<file path="config.mk">
export PLATFORM = sky130hd
export DESIGN_NAME = fbus_frame_receiver_top
export DESIGN_NICKNAME = d
export VERILOG_FILES = /design/src/sv/fbr_pkg.sv /design/src/sv/fbus_frame_receiver_top.sv /design/src/sv/fbr_front.sv /design/src/sv/fbr_fifo.sv /design/src/sv/fbr_back.sv
export SDC_FILE = /design/constraint.sdc
export NUM_CORES = 1
export LEC_CHECK = 0
export ABC_AREA = 1
export BUFFER_PORTS_ARGS = -buffer_cell sky130_fd_sc_hd__buf_2
export CAP_MARGIN = 20
export CORE_ASPECT_RATIO = 1.75
export CORE_MARGIN = 2
export CORE_UTILIZATION = 57
export CTS_BUF_LIST = sky130_fd_sc_hd__clkbuf_4 sky130_fd_sc_hd__clkbuf_8
export DETAILED_ROUTE_END_ITERATION = 10
export PLACE_DENSITY_LB_ADDON = 0.2
export RECOVER_POWER = 50
export SLEW_MARGIN = 0
export SYNTH_ARGS = -nofsm -noshare
export SYNTH_HDL_FRONTEND = slang
export SYNTH_SLANG_ARGS = --single-unit
</file>
<file path="constraint.sdc">
create_clock -name clk_i -period 4.9 [get_ports clk_i]
set_input_delay 0.245 -clock clk_i [delete_from_list [all_inputs] [get_ports clk_i]]
set_output_delay 0.245 -clock clk_i [all_outputs]
set_load 0.1 [all_outputs]
</file>
<file path="src/sv/fbr_pkg.sv">
// fbr_pkg: shared types and constants of the frame receiver
// no dependencies; imported by every module of the block

package fbr_pkg;

  // header layout
  localparam int unsigned HdrLen   = 6;
  localparam int unsigned CsumLen  = 2;
  localparam int unsigned CmdPos   = 9;
  localparam int unsigned StatPos  = 14;

  localparam logic [7:0] HdrByte0  = 8'h1e;
  localparam logic [7:0] HdrByte1  = 8'h0c;
  localparam logic [7:0] HdrByte2  = 8'h00;

  // sequence byte rules
  localparam logic [7:0] SeqHiMask = 8'hf0;
  localparam logic [7:0] SeqHiOne  = 8'h40;
  localparam logic [7:0] OneFrame  = 8'h01;

  // sms sub-commands
  localparam logic [7:0] SubSendStatus = 8'h03;
  localparam logic [7:0] SubIncoming   = 8'h04;

  // configuration register indexes
  localparam int unsigned CfgIdxW = 2;
  localparam logic [CfgIdxW-1:0] CfgAckType    = 2'd0;
  localparam logic [CfgIdxW-1:0] CfgSmsType    = 2'd1;
  localparam logic [CfgIdxW-1:0] CfgIdType     = 2'd2;
  localparam logic [CfgIdxW-1:0] CfgNetSttType = 2'd3;

  typedef enum logic [2:0] {
    KIND_ACK          = 3'd0,
    KIND_SMS_STATUS   = 3'd1,
    KIND_ID           = 3'd2,
    KIND_SMS_INCOMING = 3'd3,
    KIND_NET_STATUS   = 3'd4,
    KIND_UNKNOWN      = 3'd5,
    KIND_MULTI_DROP   = 3'd6
  } frame_kind_e;

  // configured type bytes
  typedef struct packed {
    logic [7:0] ack_byte;
    logic [7:0] sms_type;
    logic [7:0] id_type;
    logic [7:0] net_type;
  } cfg_t;

  // header fields of one complete frame, handed from parser to classifier
  typedef struct packed {
    logic [7:0] type_byte;
    logic [7:0] length;
    logic [7:0] seq;
    logic [7:0] frames;
    logic [7:0] command;
    logic [7:0] status;
  } frame_rec_t;

endpackage

</file>
<file path="src/sv/fbus_frame_receiver_top.sv">
// a frame's record enters the frame queue as its last byte is accepted, then moves to the classifier's output register
// throughput: one byte per cycle; stalls only when the two-entry frame queue is full
// the parser checks the header and counts offsets, the classifier matches type bytes
// reset (async, active low) clears the byte counter, captured fields and queue,
// and loads the type registers with 127, 2, 209 and 10

module fbus_frame_receiver_top import fbr_pkg::*; #(
  parameter int unsigned MaxPayload = 128
) (
  input  logic               clk_i,
  input  logic               rst_ni,
  input  logic               cfg_we_i,
  input  logic [CfgIdxW-1:0] cfg_idx_i,
  input  logic [7:0]         cfg_wdata_i,
  input  logic               in_valid_i,
  output logic               in_ready_o,
  input  logic [7:0]         rx_byte_i,
  output logic               out_valid_o,
  input  logic               out_ready_i,
  output logic [2:0]         frame_kind_o,
  output logic [7:0]         frame_type_byte_o,
  output logic [7:0]         payload_length_o,
  output logic [7:0]         sequence_byte_o,
  output logic               send_ack_o,
  output logic [2:0]         ack_sequence_o,
  output logic               sms_sent_ok_o
);

  cfg_t       cfg_q, cfg_d;
  frame_rec_t push_rec, head_rec;
  logic       push, full, pop, empty;

  // configuration registers
  always_comb begin
    cfg_d = cfg_q;
    if (cfg_we_i) begin
      unique case (cfg_idx_i)
        CfgAckType:    cfg_d.ack_byte = cfg_wdata_i;
        CfgSmsType:    cfg_d.sms_type = cfg_wdata_i;
        CfgIdType:     cfg_d.id_type  = cfg_wdata_i;
        CfgNetSttType: cfg_d.net_type = cfg_wdata_i;
        default:       cfg_d = cfg_q;
      endcase
    end
  end

  always_ff @(posedge clk_i or negedge rst_ni) begin
    if (!rst_ni) begin
      cfg_q.ack_byte <= 8'd127;
      cfg_q.sms_type <= 8'd2;
      cfg_q.id_type  <= 8'd209;
      cfg_q.net_type <= 8'd10;
    end else begin
      cfg_q <= cfg_d;
    end
  end

  // byte parser
  fbr_front #(.MaxPayload(MaxPayload)) u_front (
    .clk_i      (clk_i),
    .rst_ni     (rst_ni),
    .in_valid_i (in_valid_i),
    .in_ready_o (in_ready_o),
    .rx_byte_i  (rx_byte_i),
    .q_full_i   (full),
    .q_push_o   (push),
    .q_rec_o    (push_rec)
  );

  // frame queue
  fbr_fifo #(.Depth(2)) u_fifo (
    .clk_i      (clk_i),
    .rst_ni     (rst_ni),
    .push_i     (push),
    .push_rec_i (push_rec),
    .full_o     (full),
    .pop_i      (pop),
    .empty_o    (empty),
    .head_o     (head_rec)
  );

  // classifier
  fbr_back u_back (
    .clk_i             (clk_i),
    .rst_ni            (rst_ni),
    .cfg_i             (cfg_q),
    .q_empty_i         (empty),
    .q_head_i          (head_rec),
    .q_pop_o           (pop),
    .out_valid_o       (out_valid_o),
    .out_ready_i       (out_ready_i),
    .frame_kind_o      (frame_kind_o),
    .frame_type_byte_o (frame_type_byte_o),
    .payload_length_o  (payload_length_o),
    .sequence_byte_o   (sequence_byte_o),
    .send_ack_o        (send_ack_o),
    .ack_sequence_o    (ack_sequence_o),
    .sms_sent_ok_o     (sms_sent_ok_o)
  );

endmodule

</file>
<file path="src/sv/fbr_front.sv">
// fbr_front: byte-level parser, header check, field capture, frame end detect
// depends on fbr_pkg

module fbr_front import fbr_pkg::*; #(
  parameter int unsigned MaxPayload = 128
) (
  input  logic       clk_i,
  input  logic       rst_ni,
  input  logic       in_valid_i,
  output logic       in_ready_o,
  input  logic [7:0] rx_byte_i,
  input  logic       q_full_i,
  output logic       q_push_o,
  output frame_rec_t q_rec_o
);

  localparam int unsigned MaxTotal = HdrLen + MaxPayload + 1 + CsumLen;
  localparam int unsigned CntW     = $clog2(MaxTotal + 1);

  logic [CntW-1:0] cnt_q, cnt_d, cnt_inc, total, seq_pos, fc_pos;
  logic [7:0] type_q, type_d, len_q, len_d, hdr4_q, hdr4_d;
  logic [7:0] cmd_q, cmd_d, stat_q, stat_d, seq_q, seq_d, fc_q, fc_d;
  logic       accept, bad, frame_end;

  assign in_ready_o = ~q_full_i;
  assign accept     = in_valid_i & in_ready_o;

  // header sync rules
  always_comb begin
    bad = 1'b0;
    if (cnt_q == CntW'(0) && rx_byte_i != HdrByte0) bad = 1'b1;
    if (cnt_q == CntW'(1) && rx_byte_i != HdrByte1) bad = 1'b1;
    if (cnt_q == CntW'(2) && rx_byte_i != HdrByte2) bad = 1'b1;
    if (cnt_q == CntW'(HdrLen - 1) && {1'b0, rx_byte_i} > 9'(MaxPayload)) bad = 1'b1;
  end

  // frame geometry from the stored length
  assign cnt_inc = cnt_q + CntW'(1);
  assign total   = CntW'(HdrLen + CsumLen) + CntW'(len_q) + CntW'(len_q[0]);
  assign seq_pos = CntW'(HdrLen - 1) + CntW'(len_q);
  assign fc_pos  = CntW'(HdrLen - 2) + CntW'(len_q);

  // field capture
  always_comb begin
    type_d = type_q;
    len_d  = len_q;
    hdr4_d = hdr4_q;
    cmd_d  = cmd_q;
    stat_d = stat_q;
    seq_d  = seq_q;
    fc_d   = fc_q;
    if (accept && !bad) begin
      if (cnt_q == CntW'(3)) type_d = rx_byte_i;
      if (cnt_q == CntW'(4)) hdr4_d = rx_byte_i;
      if (cnt_q == CntW'(HdrLen - 1)) len_d = rx_byte_i;
      if (cnt_q == CntW'(CmdPos)) cmd_d = rx_byte_i;
      if (cnt_q == CntW'(StatPos)) stat_d = rx_byte_i;
      if (cnt_q >= CntW'(HdrLen)) begin
        if (len_q >= 8'd1 && cnt_q == seq_pos) seq_d = rx_byte_i;
        if (len_q >= 8'd2 && cnt_q == fc_pos) fc_d = rx_byte_i;
      end
    end
  end

  // byte counter and frame end
  assign frame_end = (cnt_inc >= CntW'(HdrLen)) && (cnt_inc >= total);

  always_comb begin
    cnt_d = cnt_q;
    if (accept) begin
      priority if (bad)  cnt_d = '0;
      else if (frame_end) cnt_d = '0;
      else                cnt_d = cnt_inc;
    end
  end

  // frame record for the classifier
  assign q_push_o = accept & ~bad & frame_end;
  always_comb begin
    q_rec_o.type_byte = type_d;
    q_rec_o.length    = len_d;
    q_rec_o.seq       = (len_d >= 8'd1) ? seq_d : len_d;
    q_rec_o.command   = cmd_d;
    q_rec_o.status    = stat_d;
    priority if (len_d >= 8'd2) q_rec_o.frames = fc_d;
    else if (len_d == 8'd1)     q_rec_o.frames = len_d;
    else                        q_rec_o.frames = hdr4_d;
  end

  always_ff @(posedge clk_i or negedge rst_ni) begin
    if (!rst_ni) begin
      cnt_q  <= '0;
      type_q <= '0;
      len_q  <= '0;
      hdr4_q <= '0;
      cmd_q  <= '0;
      stat_q <= '0;
      seq_q  <= '0;
      fc_q   <= '0;
    end else begin
      cnt_q  <= cnt_d;
      type_q <= type_d;
      len_q  <= len_d;
      hdr4_q <= hdr4_d;
      cmd_q  <= cmd_d;
      stat_q <= stat_d;
      seq_q  <= seq_d;
      fc_q   <= fc_d;
    end
  end

endmodule

</file>
<file path="src/sv/fbr_fifo.sv">
// fbr_fifo: short queue of frame records between parser and classifier
// depends on fbr_pkg

module fbr_fifo import fbr_pkg::*; #(
  parameter int unsigned Depth = 2
) (
  input  logic       clk_i,
  input  logic       rst_ni,
  input  logic       push_i,
  input  frame_rec_t push_rec_i,
  output logic       full_o,
  input  logic       pop_i,
  output logic       empty_o,
  output frame_rec_t head_o
);

  localparam int unsigned PtrW = (Depth > 1) ? $clog2(Depth) : 1;

  frame_rec_t        mem_q [Depth];
  logic [PtrW-1:0]   wr_q, wr_d, rd_q, rd_d;
  logic [PtrW:0]     cnt_q, cnt_d;

  assign full_o  = (cnt_q == (PtrW+1)'(Depth));
  assign empty_o = (cnt_q == '0);
  assign head_o  = mem_q[rd_q];

  // pointer wrap at the depth
  always_comb begin
    wr_d  = wr_q;
    rd_d  = rd_q;
    cnt_d = cnt_q;
    if (push_i) wr_d = (wr_q == PtrW'(Depth - 1)) ? '0 : wr_q + PtrW'(1);
    if (pop_i)  rd_d = (rd_q == PtrW'(Depth - 1)) ? '0 : rd_q + PtrW'(1);
    if (push_i && !pop_i) cnt_d = cnt_q + (PtrW+1)'(1);
    if (!push_i && pop_i) cnt_d = cnt_q - (PtrW+1)'(1);
  end

  always_ff @(posedge clk_i or negedge rst_ni) begin
    if (!rst_ni) begin
      wr_q  <= '0;
      rd_q  <= '0;
      cnt_q <= '0;
    end else begin
      wr_q  <= wr_d;
      rd_q  <= rd_d;
      cnt_q <= cnt_d;
    end
  end

  // storage, no reset
  always_ff @(posedge clk_i) begin
    if (push_i) mem_q[wr_q] <= push_rec_i;
  end

endmodule

</file>
<file path="src/sv/fbr_back.sv">
// fbr_back: frame classifier and output register
// depends on fbr_pkg

module fbr_back import fbr_pkg::*; (
  input  logic        clk_i,
  input  logic        rst_ni,
  input  cfg_t        cfg_i,
  input  logic        q_empty_i,
  input  frame_rec_t  q_head_i,
  output logic        q_pop_o,
  output logic        out_valid_o,
  input  logic        out_ready_i,
  output logic [2:0]  frame_kind_o,
  output logic [7:0]  frame_type_byte_o,
  output logic [7:0]  payload_length_o,
  output logic [7:0]  sequence_byte_o,
  output logic        send_ack_o,
  output logic [2:0]  ack_sequence_o,
  output logic        sms_sent_ok_o
);

  frame_kind_e kind_d, kind_q;
  logic        ok_d, ok_q, send_d, send_q, vld_q, vld_d, load;
  logic [7:0]  type_q, len_q, seq_q;

  // classification, ack match first
  always_comb begin
    ok_d   = 1'b0;
    send_d = 1'b1;
    priority if (q_head_i.type_byte == cfg_i.ack_byte) begin
      kind_d = KIND_ACK;
      send_d = 1'b0;
    end else if ((q_head_i.seq & SeqHiMask) != SeqHiOne || q_head_i.frames != OneFrame) begin
      kind_d = KIND_MULTI_DROP;
    end else if (q_head_i.type_byte == cfg_i.sms_type && q_head_i.command == SubSendStatus) begin
      kind_d = KIND_SMS_STATUS;
      ok_d   = (q_head_i.status == 8'h00);
    end else if (q_head_i.type_byte == cfg_i.id_type) begin
      kind_d = KIND_ID;
    end else if (q_head_i.type_byte == cfg_i.sms_type && q_head_i.command == SubIncoming) begin
      kind_d = KIND_SMS_INCOMING;
    end else if (q_head_i.type_byte == cfg_i.net_type) begin
      kind_d = KIND_NET_STATUS;
    end else begin
      kind_d = KIND_UNKNOWN;
    end
  end

  // output register refills while the current request is taken
  assign load    = ~q_empty_i & (~vld_q | out_ready_i);
  assign q_pop_o = load;

  always_comb begin
    vld_d = vld_q;
    priority if (load)             vld_d = 1'b1;
    else if (vld_q && out_ready_i) vld_d = 1'b0;
    else                           vld_d = vld_q;
  end

  always_ff @(posedge clk_i or negedge rst_ni) begin
    if (!rst_ni) vld_q <= 1'b0;
    else         vld_q <= vld_d;
  end

  always_ff @(posedge clk_i) begin
    if (load) begin
      kind_q <= kind_d;
      ok_q   <= ok_d;
      send_q <= send_d;
      type_q <= q_head_i.type_byte;
      len_q  <= q_head_i.length;
      seq_q  <= q_head_i.seq;
    end
  end

  assign out_valid_o       = vld_q;
  assign frame_kind_o      = kind_q;
  assign frame_type_byte_o = type_q;
  assign payload_length_o  = len_q;
  assign sequence_byte_o   = seq_q;
  assign send_ack_o        = send_q;
  assign ack_sequence_o    = send_q ? seq_q[2:0] : 3'd0;
  assign sms_sent_ok_o     = ok_q;

endmodule

</file>
==> results by group <==
Status
  • Status: finished, violations left
  • Failing checks: max-capacitance violations, max-slew violations

Power and ir drop
  • Pwr/cell area: 583 mW/mm^2
  • Lkg Pwr: 4.87 nW
  • Pint: 3.88 mW
  • Sw power: 2.79 mW
  • Clk pwr share: 22.9%
  • Comb pwr share: 37.9%
  • Max rail drop VDD: 0.422 mV
  • Switching Share: 41.9%
  • Sequential power share: 39.2%

Floorplanning
  • Rows: 65
  • Initial Util: 57.5%
  • Die W: 106 um
  • Core Box Area: 0.0179 sq mm
  • Area of the die: 0.0192 sq mm
  • Io pins: 57
  • Die Span Y: 182 um

Worst setup path
  • Crit start category: register
  • Critical Path Start: u_front.cnt_q[1]$_DFFE_PN0P_
  • Crit-path max cell delay: 1020 ps
  • Worst setup path end: u_fifo.cnt_q[1]$_DFFE_PN0P_
  • Worst-path maximum fanout: 24
  • Crit path buf inv count: 2
  • Reg2Reg Depth: 12
  • CP required: 5330 ps
  • Crit-path cells: inv_1 -> ha_1 -> nand2_1 -> nor2_1 -> nand3_4 -> nand2_1 -> nor2_1 -> inv_1 -> ha_1 -> a21oi_1 -> o21ai_0 -> xnor2_1
  • Worst path top cell family by delay: simple AND/OR/NAND/NOR gates
  • RR Startpoint: u_front.cnt_q[1]$_DFFE_PN0P_
  • Worst R2R Setup Slack: 520 ps
  • Worst r2r dst: u_fifo.cnt_q[1]$_DFFE_PN0P_
  • Slowest CP cell: nand2_1
  • CP endpoint kind: register
  • Levels on crit path: 12
  • Data arrival time of the worst path: 4810 ps
  • Crit path kind: reg -> reg

Cells and area
  • Area growth syn-to-layout: 11.3%
  • Share of cells above drive strength 1: 13.1%
  • NumNets Final: 1102
  • Largest register by flop count: u_fifo.mem_q
  • ANT cells: 0
  • Top Registers: u_fifo.mem_q: 96 flops, cfg_q: 32 flops
  • Fin area: 0.0114 sq mm
  • Max reg flops: 96

Clock tree
  • TritonCTS clock tree: yes
  • H-Tree Depth: 1
  • Clk Latency, worst-skew pair: 550 ps
  • Post-CTS Resized: 0
  • CTS clk-pin slew, worst paths: 70 ps
  • Root Driver: clkbuf_8
  • Clock buffer count from CTS: 31
  • Hold-fix buffers, CTS: 9
  • Sink Count: 226
  • # Post-CTS Setup Buffers: 0
  • CTS max path bufs: 3

Routing
  • Drt wl/cell: 17.1 um
  • DR vias/cell: 5.28
  • DRT Pass-1 Iters: 5
  • Detailed Route WL: 22400 um
  • Final ANT Viol Nets: 0
  • Vias: 6951
  • Initial DRC Count: 348
  • DRC viols: 0

Timing
  • Worst Skew: 23.2 ps
  • Fin crit period: 4380 ps
  • Max-slew violations: 100
  • Crit share post-route: 89.4%
  • Final worst setup slack: 520 ps
  • Least-Margin Pin Slew: 3770 ps
  • Max transition margin: -151%
  • Setup violators final: 0
  • RSZ-0062 raised after global routing: no
  • Fmax: 0.228 GHz
  • Final Hold Fails: 0

Yosys
  • Post-Syn Nets: 1022
  • Seq cells post-synth: 226
  • Fraction of registers with async set/reset: 44.7%
  • Post-synthesis sequential area ratio: 61.2%
  • Post-synth EDFFs: 125
  • Syn avg cell area: 10.5 sq um
  • Primary FF master, synth: edfxtp_1
  • Synth Instances: 978
  • Mapped Area: 0.0103 sq mm
  • Synthesis warning total: 0
  • Yosys cell types: 47

Global route
  • Congestion Overflow GR: 0
  • Met1 Track Usage GR: 26.5%
  • Global Route met3 Usage: 2.51%
  • Number of global-route vias before repair: 7051
  • Initial antenna violation count: 0
  • Met2 Use GR: 46.7%
  • Total Routing Usage GR: 24.2%
  • Grt peak-use layer: met2
  • First-pass GRT wire length: 36000 um
  • Largest net degree at the start of global routing: 68

Place
  • Port Buf Inserts: 56
  • Worst slack, placed: 935 ps
  • Placed standard-cell area: 0.0108 sq mm
  • Hpwl dp: 15800 um
  • Final Wtd Congestion: 0.960

Min path
  • Min-delay worst type: in -> reg
  • Hold path start: cfg_wdata_i[3]

Run
  • MaxCap Viol Count: 2
-- cell usage in the layout, fill, tap and decap left out, drive strengths merged, types with 28 or more instances in the layout --
master / synthesis / layout
o21ai: 78 / 78
inv: 85 / 85
clkbuf: 10 / 87
nand3: 38 / 38
dfrtp: 87 / 87
nor2: 88 / 88
xor2: 37 / 37
nor3: 28 / 28
nand2: 262 / 262
edfxtp: 125 / 125
-- kinds of logic after synthesis --
group | synth area share (%)
and+or+nand+nor | 19.6
DFF | 61.2
adders and majority gates | 2.56
buffers and inverters | 4.54
AOI/OAI and AO/OA | 6.62
muxes | 0.195
xor gates and xnor gates | 5.20
-- worst min-delay path: stages --
cell,delay [ps]
buf_2,90
inv_1,120
o21ai_0,110
-- metrics by stage --
step / std cells / hold slack, ps / TNS [ps] / util, % / total power [mW]
global placement: 1250 / 418 / 0 / 60.3 / 5.18
finish: 1316 / 52.5 / 0 / 64.0 / 6.67
detailed placement: 1250 / 424 / 0 / 60.3 / 5.22
floorplan: 978 / -50.6 / -568 / - / 4.65
global route: 1316 / 37.9 / 0 / 64.0 / 7.02
CTS: 1316 / 9.49 / 0 / 64.6 / 6.76
-- cell usage after synthesis, drive strengths merged, types with 4 or more instances --
| master | n | share of area (%) |
|---|---|---|
| dfstp | 14 | 3.6 |
| xor2 | 37 | 3.2 |
| inv | 85 | 3.1 |
| a21oi | 12 | 0.58 |
| or2 | 8 | 0.49 |
| nand4 | 12 | 0.79 |
| nor3 | 28 | 1.5 |
| dfrtp | 87 | 21 |
| xnor2 | 24 | 2.0 |
| clkbuf | 10 | 0.37 |
| nand2 | 262 | 10 |
| nand3 | 38 | 2.1 |
| nor2 | 88 | 4.0 |
| ha | 21 | 2.6 |
| buf | 14 | 1.0 |
| o21a | 16 | 1.2 |
| nor4 | 4 | 0.24 |
| edfxtp | 125 | 37 |
| o21ai | 78 | 4.1 |
-- final cells by class --
cell class,instances,area (sq um)
clock inverter,8,85.1
sequential,226,6300
fill,1464,6440
tap,234,293
timing repair buffer,71,365
clock buffer,49,593
multi-input combinational,643,3490
inverter,85,322
-- power by group through the flow --
stage	Combinational (mW)	Sequential (mW)	Clock, mW
after floorplan	1.36	3.30	0
after CTS	2.59	2.61	1.56
final	2.53	2.62	1.53
after detailed placement	2.58	2.64	0
after global placement	2.55	2.63	0
after global routing	2.74	2.64	1.64
-- layer usage --
layer / part of all wire [%] / wire length [um]
met2: 56 / 12500
met4: 3.6 / 814
met3: 3.3 / 751
met1: 37 / 8360
met5: 0 / 0
-- worst min path at each step --
stage	slack [ps]	cells after the start	end
after floorplan	-50	0	cfg_q[0]$_DFFE_PN0P_
after global placement	420	1	cfg_q[4]$_DFFE_PN0P_
after detailed placement	420	1	cfg_q[4]$_DFFE_PN0P_
after CTS	9	3	cfg_q[27]$_DFFE_PN1P_
after global routing	40	3	cfg_q[27]$_DFFE_PN1P_
final	50	3	cfg_q[27]$_DFFE_PN1P_
Note: power is estimated with default switching activity, not from simulation.
